$ cat src/sv/lrps_pkg.sv
package lrps_pkg;

  localparam int unsigned CoordBits = 16;
  localparam int unsigned ErrBits   = CoordBits + 4;

  typedef logic signed [CoordBits-1:0] coord_t;
  typedef logic        [CoordBits-1:0] span_t;
  typedef logic signed [ErrBits-1:0]   err_t;
  typedef logic        [CoordBits+1:0] inc_no_step_t;
  typedef logic signed [CoordBits+2:0] inc_with_step_t;

  typedef enum logic {
    ReqLoad = 1'b0,
    ReqStep = 1'b1
  } req_type_e;

  // line geometry derived from a load item
  typedef struct packed {
    logic           steep;
    coord_t         major_pos;
    coord_t         minor_pos;
    coord_t         major_end;
    logic           major_dir_neg;
    logic           minor_dir_neg;
    err_t           error_term;
    inc_no_step_t   inc_no_step;
    inc_with_step_t inc_with_step;
    coord_t         final_x;
    coord_t         final_y;
  } line_setup_t;

endpackage

$ cat src/sv/lrps_setup.sv
module lrps_setup (
  input  lrps_pkg::coord_t      start_x_i,
  input  lrps_pkg::coord_t      start_y_i,
  input  lrps_pkg::coord_t      end_x_i,
  input  lrps_pkg::coord_t      end_y_i,
  output lrps_pkg::line_setup_t setup_o
);
  import lrps_pkg::*;

  coord_t                     ax, ay, bx, by;
  logic signed [CoordBits:0]  dx, dy;
  span_t                      adx, ady;
  span_t                      dmaj, dmin;
  logic signed [CoordBits+2:0] dmaj_s, dmin_s;
  logic                       steep;

  always_comb begin
    // order endpoints left to right, ties keep the given order
    if (start_x_i > end_x_i) begin
      ax = end_x_i;
      ay = end_y_i;
      bx = start_x_i;
      by = start_y_i;
    end else begin
      ax = start_x_i;
      ay = start_y_i;
      bx = end_x_i;
      by = end_y_i;
    end

    dx  = (CoordBits+1)'(bx) - (CoordBits+1)'(ax);
    dy  = (CoordBits+1)'(by) - (CoordBits+1)'(ay);
    adx = dx[CoordBits-1:0];
    ady = dy[CoordBits] ? span_t'(-dy) : span_t'(dy);
    steep = (ady >= adx);

    dmaj   = steep ? ady : adx;
    dmin   = steep ? adx : ady;
    dmaj_s = $signed({3'b000, dmaj});
    dmin_s = $signed({3'b000, dmin});

    setup_o.steep         = steep;
    setup_o.major_pos     = steep ? ay : ax;
    setup_o.minor_pos     = steep ? ax : ay;
    setup_o.major_end     = steep ? by : bx;
    // x never runs backwards after ordering
    setup_o.major_dir_neg = steep && dy[CoordBits];
    setup_o.minor_dir_neg = !steep && dy[CoordBits];
    setup_o.inc_no_step   = {1'b0, dmin, 1'b0};
    setup_o.inc_with_step = (dmin_s - dmaj_s) <<< 1;
    setup_o.error_term    = err_t'(dmin_s <<< 1) - err_t'(dmaj_s);
    setup_o.final_x       = bx;
    setup_o.final_y       = by;
  end

endmodule

$ cat src/sv/line_raster_point_stepper.sv
// Bresenham line rasterizer, one pixel per step item.
// Input channel (in_valid_i/in_ready_o): req_type_i = load (0) takes the
// start/end coordinates, sets up the line and returns nothing; req_type_i =
// step (1) returns the next pixel of the current line in original axes.
// Pixels run from the left endpoint along the major axis; the final endpoint
// comes last with last_point_o set, and step items after it return nothing.
// A load drops any line in progress.
// Output channel (out_valid_o/out_ready_i) carries point_x_o, point_y_o,
// last_point_o from a single result register.
// A pixel is valid the cycle after its step item is accepted.
// Throughput: one item per cycle unless a waiting result stalls the input; the step update is one add and compare.
// in_ready_o is high whenever the result register is empty or is being
// taken in the same cycle, so a stalled receiver stalls the input only
// while a result is waiting.
// Reset clears the active-line flag and the result valid; no line is
// active after reset.
module line_raster_point_stepper (
  input  logic             clk_i,
  input  logic             rst_ni,
  input  logic             in_valid_i,
  output logic             in_ready_o,
  input  logic             req_type_i,
  input  lrps_pkg::coord_t start_x_i,
  input  lrps_pkg::coord_t start_y_i,
  input  lrps_pkg::coord_t end_x_i,
  input  lrps_pkg::coord_t end_y_i,
  output logic             out_valid_o,
  input  logic             out_ready_i,
  output lrps_pkg::coord_t point_x_o,
  output lrps_pkg::coord_t point_y_o,
  output logic             last_point_o
);
  import lrps_pkg::*;

  line_setup_t    setup;
  logic           accept;

  logic           line_active_q, line_active_d;
  logic           out_valid_q, out_valid_d;
  logic           steep_q, steep_d;
  coord_t         major_pos_q, major_pos_d;
  coord_t         minor_pos_q, minor_pos_d;
  coord_t         major_end_q, major_end_d;
  logic           major_dir_neg_q, major_dir_neg_d;
  logic           minor_dir_neg_q, minor_dir_neg_d;
  err_t           error_term_q, error_term_d;
  inc_no_step_t   inc_no_step_q, inc_no_step_d;
  inc_with_step_t inc_with_step_q, inc_with_step_d;
  coord_t         final_x_q, final_x_d;
  coord_t         final_y_q, final_y_d;
  coord_t         point_x_q, point_x_d;
  coord_t         point_y_q, point_y_d;
  logic           last_point_q, last_point_d;

  lrps_setup u_setup (
    .start_x_i (start_x_i),
    .start_y_i (start_y_i),
    .end_x_i   (end_x_i),
    .end_y_i   (end_y_i),
    .setup_o   (setup)
  );

  assign in_ready_o   = !out_valid_q || out_ready_i;
  assign accept       = in_valid_i && in_ready_o;
  assign out_valid_o  = out_valid_q;
  assign point_x_o    = point_x_q;
  assign point_y_o    = point_y_q;
  assign last_point_o = last_point_q;

  always_comb begin
    line_active_d   = line_active_q;
    out_valid_d     = out_valid_q && !out_ready_i;
    steep_d         = steep_q;
    major_pos_d     = major_pos_q;
    minor_pos_d     = minor_pos_q;
    major_end_d     = major_end_q;
    major_dir_neg_d = major_dir_neg_q;
    minor_dir_neg_d = minor_dir_neg_q;
    error_term_d    = error_term_q;
    inc_no_step_d   = inc_no_step_q;
    inc_with_step_d = inc_with_step_q;
    final_x_d       = final_x_q;
    final_y_d       = final_y_q;
    point_x_d       = point_x_q;
    point_y_d       = point_y_q;
    last_point_d    = last_point_q;

    if (accept) begin
      if (req_type_i == ReqLoad) begin
        line_active_d   = 1'b1;
        steep_d         = setup.steep;
        major_pos_d     = setup.major_pos;
        minor_pos_d     = setup.minor_pos;
        major_end_d     = setup.major_end;
        major_dir_neg_d = setup.major_dir_neg;
        minor_dir_neg_d = setup.minor_dir_neg;
        error_term_d    = setup.error_term;
        inc_no_step_d   = setup.inc_no_step;
        inc_with_step_d = setup.inc_with_step;
        final_x_d       = setup.final_x;
        final_y_d       = setup.final_y;
      end else if (line_active_q) begin
        out_valid_d = 1'b1;
        if (major_pos_q != major_end_q) begin
          point_x_d    = steep_q ? minor_pos_q : major_pos_q;
          point_y_d    = steep_q ? major_pos_q : minor_pos_q;
          last_point_d = 1'b0;
          if (error_term_q > 0) begin
            error_term_d = error_term_q + err_t'(inc_with_step_q);
            minor_pos_d  = minor_dir_neg_q ? minor_pos_q - coord_t'(1)
                                           : minor_pos_q + coord_t'(1);
          end else begin
            error_term_d = error_term_q + err_t'(inc_no_step_q);
          end
          major_pos_d = major_dir_neg_q ? major_pos_q - coord_t'(1)
                                        : major_pos_q + coord_t'(1);
        end else begin
          point_x_d     = final_x_q;
          point_y_d     = final_y_q;
          last_point_d  = 1'b1;
          line_active_d = 1'b0;
        end
      end
    end
  end

  always_ff @(posedge clk_i or negedge rst_ni) begin
    if (!rst_ni) begin
      line_active_q <= 1'b0;
      out_valid_q   <= 1'b0;
    end else begin
      line_active_q <= line_active_d;
      out_valid_q   <= out_valid_d;
    end
  end

  always_ff @(posedge clk_i) begin
    steep_q         <= steep_d;
    major_pos_q     <= major_pos_d;
    minor_pos_q     <= minor_pos_d;
    major_end_q     <= major_end_d;
    major_dir_neg_q <= major_dir_neg_d;
    minor_dir_neg_q <= minor_dir_neg_d;
    error_term_q    <= error_term_d;
    inc_no_step_q   <= inc_no_step_d;
    inc_with_step_q <= inc_with_step_d;
    final_x_q       <= final_x_d;
    final_y_q       <= final_y_d;
    point_x_q       <= point_x_d;
    point_y_q       <= point_y_d;
    last_point_q    <= last_point_d;
  end

`ifndef SYNTHESIS
  // a waiting endpoint means the line is already closed
  a_last_closes_line: assert property (@(posedge clk_i) disable iff (!rst_ni)
    out_valid_q && last_point_q |-> !line_active_q)
    else $error("endpoint pending while line still active");

  // a load gives no result and opens a line
  a_load_no_result: assert property (@(posedge clk_i) disable iff (!rst_ni)
    accept && req_type_i == ReqLoad |=> !out_valid_o && line_active_q)
    else $error("load item produced a result or left line inactive");

  // reaching the major end gives the flagged endpoint
  a_end_flagged: assert property (@(posedge clk_i) disable iff (!rst_ni)
    accept && req_type_i == ReqStep && line_active_q
      && major_pos_q == major_end_q |=> out_valid_o && last_point_o)
    else $error("endpoint not flagged at the end of the line");

  // shallow lines always run in increasing x
  a_shallow_dir: assert property (@(posedge clk_i) disable iff (!rst_ni)
    line_active_q && !steep_q |-> !major_dir_neg_q)
    else $error("shallow line stepping in negative x");
`endif

endmodule

$ cat config.mk
export PLATFORM = sky130hd
export DESIGN_NAME = line_raster_point_stepper
export DESIGN_NICKNAME = d
export VERILOG_FILES = /design/src/sv/lrps_pkg.sv /design/src/sv/lrps_setup.sv /design/src/sv/line_raster_point_stepper.sv
export SDC_FILE = /design/constraint.sdc
export NUM_CORES = 1
export LEC_CHECK = 0
export BUFFER_PORTS_ARGS = -buffer_cell sky130_fd_sc_hd__buf_2
export CAP_MARGIN = 25
export CORE_ASPECT_RATIO = 0.5
export CORE_MARGIN = 3
export CORE_UTILIZATION = 54
export DETAILED_ROUTE_END_ITERATION = 12
export PLACE_DENSITY = 0.73
export SYNTH_ARGS = -nofsm -noshare
export SYNTH_HDL_FRONTEND = slang
export SYNTH_HIERARCHICAL = 1
export SYNTH_SLANG_ARGS = --single-unit
$ cat constraint.sdc
create_clock -name clk_i -period 14.11 [get_ports clk_i]
set_clock_uncertainty 0.05 [all_clocks]
set_input_delay 0.7055 -clock clk_i [delete_from_list [all_inputs] [get_ports clk_i]]
set_output_delay 0.7055 -clock clk_i [all_outputs]
set_load 0.005 [all_outputs]
-- Yosys cells after proc, flatten, opt, wreduce, memory -nomap -nowiden
Cells that the tools add are included.
- input port bits: 69
- word-level logic and storage cells: 81
- RAM bits: 0
- latch bits: 0
- ROM bits: 0
- bits in registers: 171
- output and inout port bits: 35
- memories: 0
- shifts and indexed selects: 0
- bitwise operators: 1
- magnitude comparators: 3
- div/mod/pow operators: 0
- multipliers: 0
- add/subtract/negate cells: 11
- reduce and logical (&&, ||, !) cells: 12
- eq/ne operators: 4
- multiplexer cells: 34
- operator list (kind ; count):
    $mux 16 ; 23
    $mux 20 ; 4
    $add 20x18->20 ; 2
    $sub 16x16->17 ; 2
    $add 16x2->16 const B ; 2
    $sub 16x2->16 const B ; 2
    $gt 20x1->1 const B ; 1
    $sub 17x16->18 ; 1
    $ge 16x16->1 ; 1
    $gt 16x16->1 ; 1
    $ne 16x16->1 ; 1
    $neg 16->16 ; 1
    $sub 16x16->16 ; 1
    $mux 1 ; 7
    $ne 2x1->1 const B ; 3
    $reduce_and 3->1 ; 2
    $logic_and 1x1->1 ; 4
    $reduce_and 4->1 ; 1
    $logic_not 1->1 ; 3
    $reduce_and 2->1 ; 1
    $logic_or 1x1->1 ; 1
    $not 1->1 ; 1

-- Depth between registers and ports, before layout
Gate-level depths: netlist of the first run.
- depth after elaboration: 9
- mapped depth: 53
- gate-level depth less buffers: 43

-- Hierarchy
The synthesis of the first run kept the hierarchy.
- modules (own cells, without submodules) (module ; sequential area each (sq um) ; area an instance (sq um) ; times used ; cells each):
    line_raster_point_stepper ; 5245.0 ; 9218.8 ; 1 ; 721
    lrps_setup ; 0.0 ; 7279.5 ; 1 ; 1202

-- Worst setup path after synthesis of the first run
Ideal clock, no wire load.
- path kind: input to register
- start point: in end_x_i[7]
- end point: reg error_term_q[17], data pin
- buffers on the path: 11
- arrival time: 10.487 ns
- slack: 3.299 ns
- data required time: 13.787 ns
- cell stages on the path: 49
- library setup time: 0.273 ns
- path through: inv_1 > ha_1 > buf_2 > a211oi_2 > o21ai_1 > a22oi_2 > nand4_1 > buf_4 > nand2_1 > clkbuf_1 > clkbuf_1 > clkbuf_1 > mux2i_1 > ha_1 > a31oi_1 > o32ai_2 > nor4_1 > o211ai_1 > [13 not listed] > clkbuf_1 > clkbuf_1 > clkbuf_1 > clkbuf_1 > clkbuf_1 > a21o_1 > ha_1 > nand2_1 > o21ai_2 > a211oi_1 > o31ai_1 > a32oi_1 > o31ai_1 > a31oi_1 > a211oi_2 > a211oi_1 > a221oi_1 > o211ai_1
- RTL lines (item ; RTL line ; source):
    start: declaration ; line_raster_point_stepper.sv:25 ; input lrps_pkg::coord_t end_x_i,
    end signal: assignment ; line_raster_point_stepper.sv:144 ; error_term_q <= error_term_d;
    end: declaration ; line_raster_point_stepper.sv:46 ; err_t error_term_q, error_term_d;

==> results.cfg, run 1 <==
[status]
outcome = finished clean

[routing]
post-route-drc-count = 0
ant_nets = 0
vias = 15000
dr.pass1.iters = 5
routed_wl_mm = 48.0
vias_per_cell = 6.32
drt_iter0_markers = 1535
wl_per_cell_um = 20.2

[min_path]
hold_path_class = reg2reg

[synth]
synth_area_per_cell_um2 = 8.58
yosysSeqAreaShare_pct = 31.8
synth_top_family_by_area = compound AO/OA/AOI/OAI gates
synthMuxAreaShare_pct = 6.94
ys.flop_type = edfxtp_1
ys.warnings.count = 6
synthSimpleGateAreaFrac_pct = 19.2
synth_fa_ha_area_share_pct = 8.93
yosys.area.top_type = edfxtp_1
synthTopCellsByArea = edfxtp_1, ha_1, nand2_1, xnor2_1, mux2_2
syn-cell-area_mm2 = 0.0165
netlist.area_leader.share_pct = 31.5
syn_inst = 1923
yosys.cell_types.count = 101
synth_edf_count = 173
async_flop_share_pct = 1.14
synth_seq_cells = 175
synth_compound_area_share_pct = 21.7
yosys.area_share.xor_xnor_pct = 6.85

[finish]
fillers = 2601
fin_area_mm2 = 0.0179
largest_reg_flops = 20
layout.nets = 2130
drive_gt1_share_pct = 13.8
syn2layout_area_growth_pct = 8.75
multiInputGateArea_mm2 = 0.0106
register_area_mm2 = 0.00525
reg_top3 = error_term_q x20, inc_with_step_q x19, inc_no_step_q x18
top_register = error_term_q

[cts]
path_clk_slew_ns = 0.08
cts.sinks = 175
htree_num_levels = 4
clkLatencyLatePin_ns = 0.47
numCtsBuffers = 17
cts_tree = yes
cts_setup_buffers = 0
root_buffer = clkbuf_16
clockBufferDepth = 2
cts_resized = 0

[sta]
tightest_slew_ns = 1.08
worst_slack_ns = 3.42
hold_viol = 0
slew_viol_final = 0
rsz0062_at_grt = false
setup_tns_ns = 0
setup_viol = 0
fin_crit_sh_pct = 75.8
post-route-min-period_ns = 10.69
max_slew_margin_pct = 28.2
fmax_ghz = 0.0936
fin_hold_ws_ns = 0.486

[worst_setup_path]
endpoint_kind = flop
arrival_ns = 10.95
slowest_delay_ns = 0.61
cp_max_fo = 59
crit_type = in2reg
startpoint_type = input port
critical_path_required_ns = 14.37
cpMaxStageDelayCell = ha_1

[floorplan]
core_area_mm2 = 0.0295
start_util_pct = 55.9
num_rows = 44
dieHeight_um = 130
dieArea_mm2 = 0.0328
die_w_um = 253
io_pins = 104

[flow_run]
max_cap_violations = 0

[place]
gp_congestion = 1.00
dp_hpwl_mm = 36.0
io_buffers = 103
placed_area_mm2 = 0.0172
dpl_worst_slack_ns = 3.18

[power_and_ir_drop]
power_density_mw_per_mm2 = 272
p_leak_uw = 0.00716
peakVddDrop_uv = 154

[global_route]
grt_usage_pct = 28.9
grt_pass1_wl_mm = 73.4
grt_max_degree = 97
globalRouteOverflowTotal = 0
antenna_found_initial = 8
grt_pass1_vias = 13300
==> final cells by class <==
cell class,instances,share of cell area (%)
antenna,7,0.0976
clock buffer,17,2.37
clock inverter,15,1.30
inverter,82,1.73
multi-input combinational,1567,58.9
sequential,175,29.2
tap,391,2.73
timing repair buffer,119,3.63
==> metrics by stage <==
stage                     util [%]  std cells  power (uW)
final                         60.8       2373        4880
after global routing          60.8       2373        5270
after CTS                     60.7       2365        4830
after detailed placement      58.4       2332        4270
after global placement        58.4       2332        4220
after floorplan                  -       1925        3570
==> report_power, final <==
| part | internal (uW) | switching [uW] |
|---|---|---|
| logic | 1390 | 1980 |
| registers | 883 | 99.3 |
| clock network | 278 | 257 |
==> routing by layer <==
metal / GRT usage [%] / part of all wire (%) / up-vias
li1: - / - / 7204
met1: 42.6 / 46 / 7094
met2: 43.7 / 43 / 637
met3: 5.13 / 9.0 / 64
met4: 8.29 / 2.1 / 0
met5: 0 / 0 / -
==> Yosys cell counts (16+ instances only) <==
library cell  instances
a21oi_1              89
nor3_1               40
inv_1                81
or3_1                20
nand3_1              33
mux2_2               59
nand2b_1             28
nand4_1              24
a31oi_1              65
o21a_1               18
clkbuf_1             74
nor2b_1              26
and3_1               16
a21o_1               26
xnor2_1              97
mux2i_1              45
o21ai_0             117
ha_1                 96
xor2_1               32
maj3_1               20
nand2_1             290
nor2_1              146
a211oi_1             50
o211ai_1             17
edfxtp_1            173
==> cells in the final DEF (no fill, tap or decap), types with 50 or more instances in the layout <==
cell	instances
nor2_1	143
o21ai_0	117
a31oi_1	64
a21oi_1	88
xnor2_1	97
a211oi_1	50
edfxtp_1	173
ha_1	96
buf_2	103
mux2_2	59
inv_1	80
nand2_1	289
==> logic make-up (layout without fill, tap and decap cells) <==
family,after synthesis,in the layout
and+or+nand+nor,682,682
AOI/OAI and AO/OA,527,527
buffers and inverters,183,233
DFF,175,175
xor gates and xnor gates,129,129
adders and majority gates,120,120
muxes,106,106
other,1,10
==> repair_timing <==
action / CTS / global route
hold endpoints to repair: 2 / 0
endpoints found under the setup margin: 0 / 0
hold buffers: 1 / 0
==> worst paths after layout <==
path / slack [ns] / cells after the start / end / startpoint
min in group asynchronous: 0.50 / 2 / out_valid_o$_DFF_PN0_ / rst_ni
min reg2reg: 0.49 / 2 / point_y_o[3]$_DFFE_PP_ / final_y_q[3]$_DFFE_PP_
max in group asynchronous: 13.42 / 2 / line_active_q$_DFFE_PN0P_ / rst_ni
max reg2reg: 10.03 / 13 / error_term_q[18]$_DFFE_PP_ / error_term_q[1]$_DFFE_PP_
min: 0.49 / 2 / point_y_o[3]$_DFFE_PP_ / final_y_q[3]$_DFFE_PP_
max: 3.42 / 41 / error_term_q[17]$_DFFE_PP_ / end_x_i[15]
==> worst max-delay path: cells and delay by family <==
kind | cells | cell delay, ns
fa+ha+maj | 4 | 1.47
xor+xnor | 1 | 0.41
simple gates | 6 | 1.44
buf+inv | 3 | 0.49
compound gates | 27 | 6.41
Power figures use the tool's default switching activity.
==> inputs of run 2 (changes only) <==
clock period = 11.22 ns   (was 14.11 ns; I/O delays follow)
==> run 2 against run 1 <==
Routed wire length is 2.1% higher. Final area hardly changed. Total power is 26% higher. Critical path type unchanged. Largest power group unchanged. Highest routed layer unchanged.
==> results.cfg, run 2 (same netlist as run 1, synthesis figures left out) <==
[worst_setup_path]
cpMaxStageDelayCell = ha_1
cp_num_buf_inv = 5
endpoint_kind = flop
slowest_delay_ns = 0.63
crit_type = in2reg
arrival_ns = 10.00
path_common_cell = ha_1
critical_path_required_ns = 11.38
cp_top_family = compound AO/OA/AOI/OAI gates
cp_max_fo = 33
startpoint_type = input port

[min_path]
hold_path_class = in2async

[cts]
htree_num_levels = 4
cts_setup_buffers = 0
root_buffer = clkbuf_16
numCtsBuffers = 17
clockBufferDepth = 2
cts_tree = yes
path_clk_slew_ns = 0.09
cts_resized = 0
cts.sinks = 175
clkLatencyLatePin_ns = 0.48
ctsHoldBuffers = 1

[routing]
vias_per_cell = 6.31
dr.pass1.iters = 8
vias = 15000
m1WireLength_mm = 22.5
wl_per_cell_um = 20.6
routed_wl_mm = 49.0
highest_layer = met4
post-route-drc-count = 0
drt_iter0_markers = 1570
ant_nets = 0
met3_length_mm = 4.49
dr_wl_met2_mm = 20.9

[finish]
layout.nets = 2134
reg_top3 = error_term_q x20, inc_with_step_q x19, inc_no_step_q x18
syn2layout_area_growth_pct = 8.80
final_common_cell = nand2_1
final_cell_mix = nand2_1, edfxtp_1, nor2_1, o21ai_0, buf_2
fin_area_mm2 = 0.0180
final_util_pct = 60.8
drive_gt1_share_pct = 13.9
largest_reg_flops = 20
top_register = error_term_q

[floorplan]
core_area_mm2 = 0.0295
dieArea_mm2 = 0.0328
start_util_pct = 55.9
die_w_um = 253
dieHeight_um = 130
num_rows = 44
io_pins = 104

[sta]
fin_crit_sh_pct = 87.7
tightest_slew_ns = 1.01
post-route-min-period_ns = 9.85
slew_viol_final = 0
setup_viol = 0
fmax_ghz = 0.102
max_slew_margin_pct = 32.6
rsz0062_at_grt = false
setup_tns_ns = 0
hold_viol = 0

[global_route]
grt_usage_pct = 29.5
grt_pass1_wl_mm = 74.8
grt_max_degree = 86
globalRouteOverflowTotal = 0
antenna_found_initial = 9
grt_pass1_vias = 13500

[power_and_ir_drop]
power_density_mw_per_mm2 = 342
report.power.total_uw = 6140
p_leak_uw = 0.00716
peakVddDrop_uv = 190

[flow_run]
max_cap_violations = 0

[place]
io_buffers = 103
placed_area_mm2 = 0.0173
dp_hpwl_mm = 37.2
gp_congestion = 0.980

[status]
outcome = finished clean
[run 2: cell types whose count changed in the layout (fill, tap and decap cells not counted)]
cell	change
buf_4	+4
diode_2	+3
inv_6	+2
clkinv_8	-1
bufinv_16	-1
[run 2: stage by stage]
stage | cells | hold slack (ns) | worst slack [ns]
floorplan | 1925 | 0.215 | 0.554
global placement | 2336 | 0.299 | 1.31
detailed placement | 2337 | 0.301 | 1.09
CTS | 2370 | 0.320 | 1.57
global route | 2379 | 0.353 | 0.546
finish | 2380 | 0.349 | 1.37
[run 2: power breakdown]
part           internal (uW)  switching (uW)  leakage, uW  total, uW
clock                    327             323     0.000306        650
combinational           1750            2500      0.00521       4260
sequential              1110             124      0.00165       1230
total                   3190            2950      0.00716       6140
[run 2: final cells by class]
| class | instances | area (um^2) |
|---|---|---|
| fillers | 2615 | 11600 |
| multi-input cells | 1567 | 10600 |
| flip-flops and latches | 175 | 5250 |
| repair buffers | 123 | 681 |
| well taps | 391 | 489 |
| clock buffers | 17 | 425 |
| inverters | 82 | 310 |
| clock inverters | 15 | 205 |
| diodes | 10 | 25.0 |
[run 2: metal layers]
layer,GRT usage (%),up-vias
met4,9.92,0
met2,44.0,629
met3,7.14,69
li1,-,7204
met5,0,-
met1,42.2,7109
[run 2: final timing paths]
path	start	endpoint	slack, ns	cells after the start
min reg2reg	final_y_q[3]$_DFFE_PP_	point_y_o[3]$_DFFE_PP_	0.48	2
max reg2reg	error_term_q[1]$_DFFE_PP_	error_term_q[18]$_DFFE_PP_	7.04	13
max in group asynchronous	rst_ni	line_active_q$_DFFE_PN0P_	10.67	2
min	rst_ni	out_valid_o$_DFF_PN0_	0.35	2
min in group clk_i	out_ready_i	out_valid_o$_DFF_PN0_	0.35	3
max	end_x_i[15]	error_term_q[17]$_DFFE_PP_	1.37	41
[run 2: worst register-to-register path: stages, from the launching register on]
cell and delay, ns:
edfxtp_1 0.45, nor4_1 0.34, nand2_1 0.17, nor2_1 0.16, nor2_2 0.13, mux2_2 0.33, ha_1 0.23, fa_1 0.42
a21o_1 0.21, a311o_1 0.43, a31oi_1 0.29, o21ai_0 0.32, a32oi_1 0.28, o211ai_1 0.11
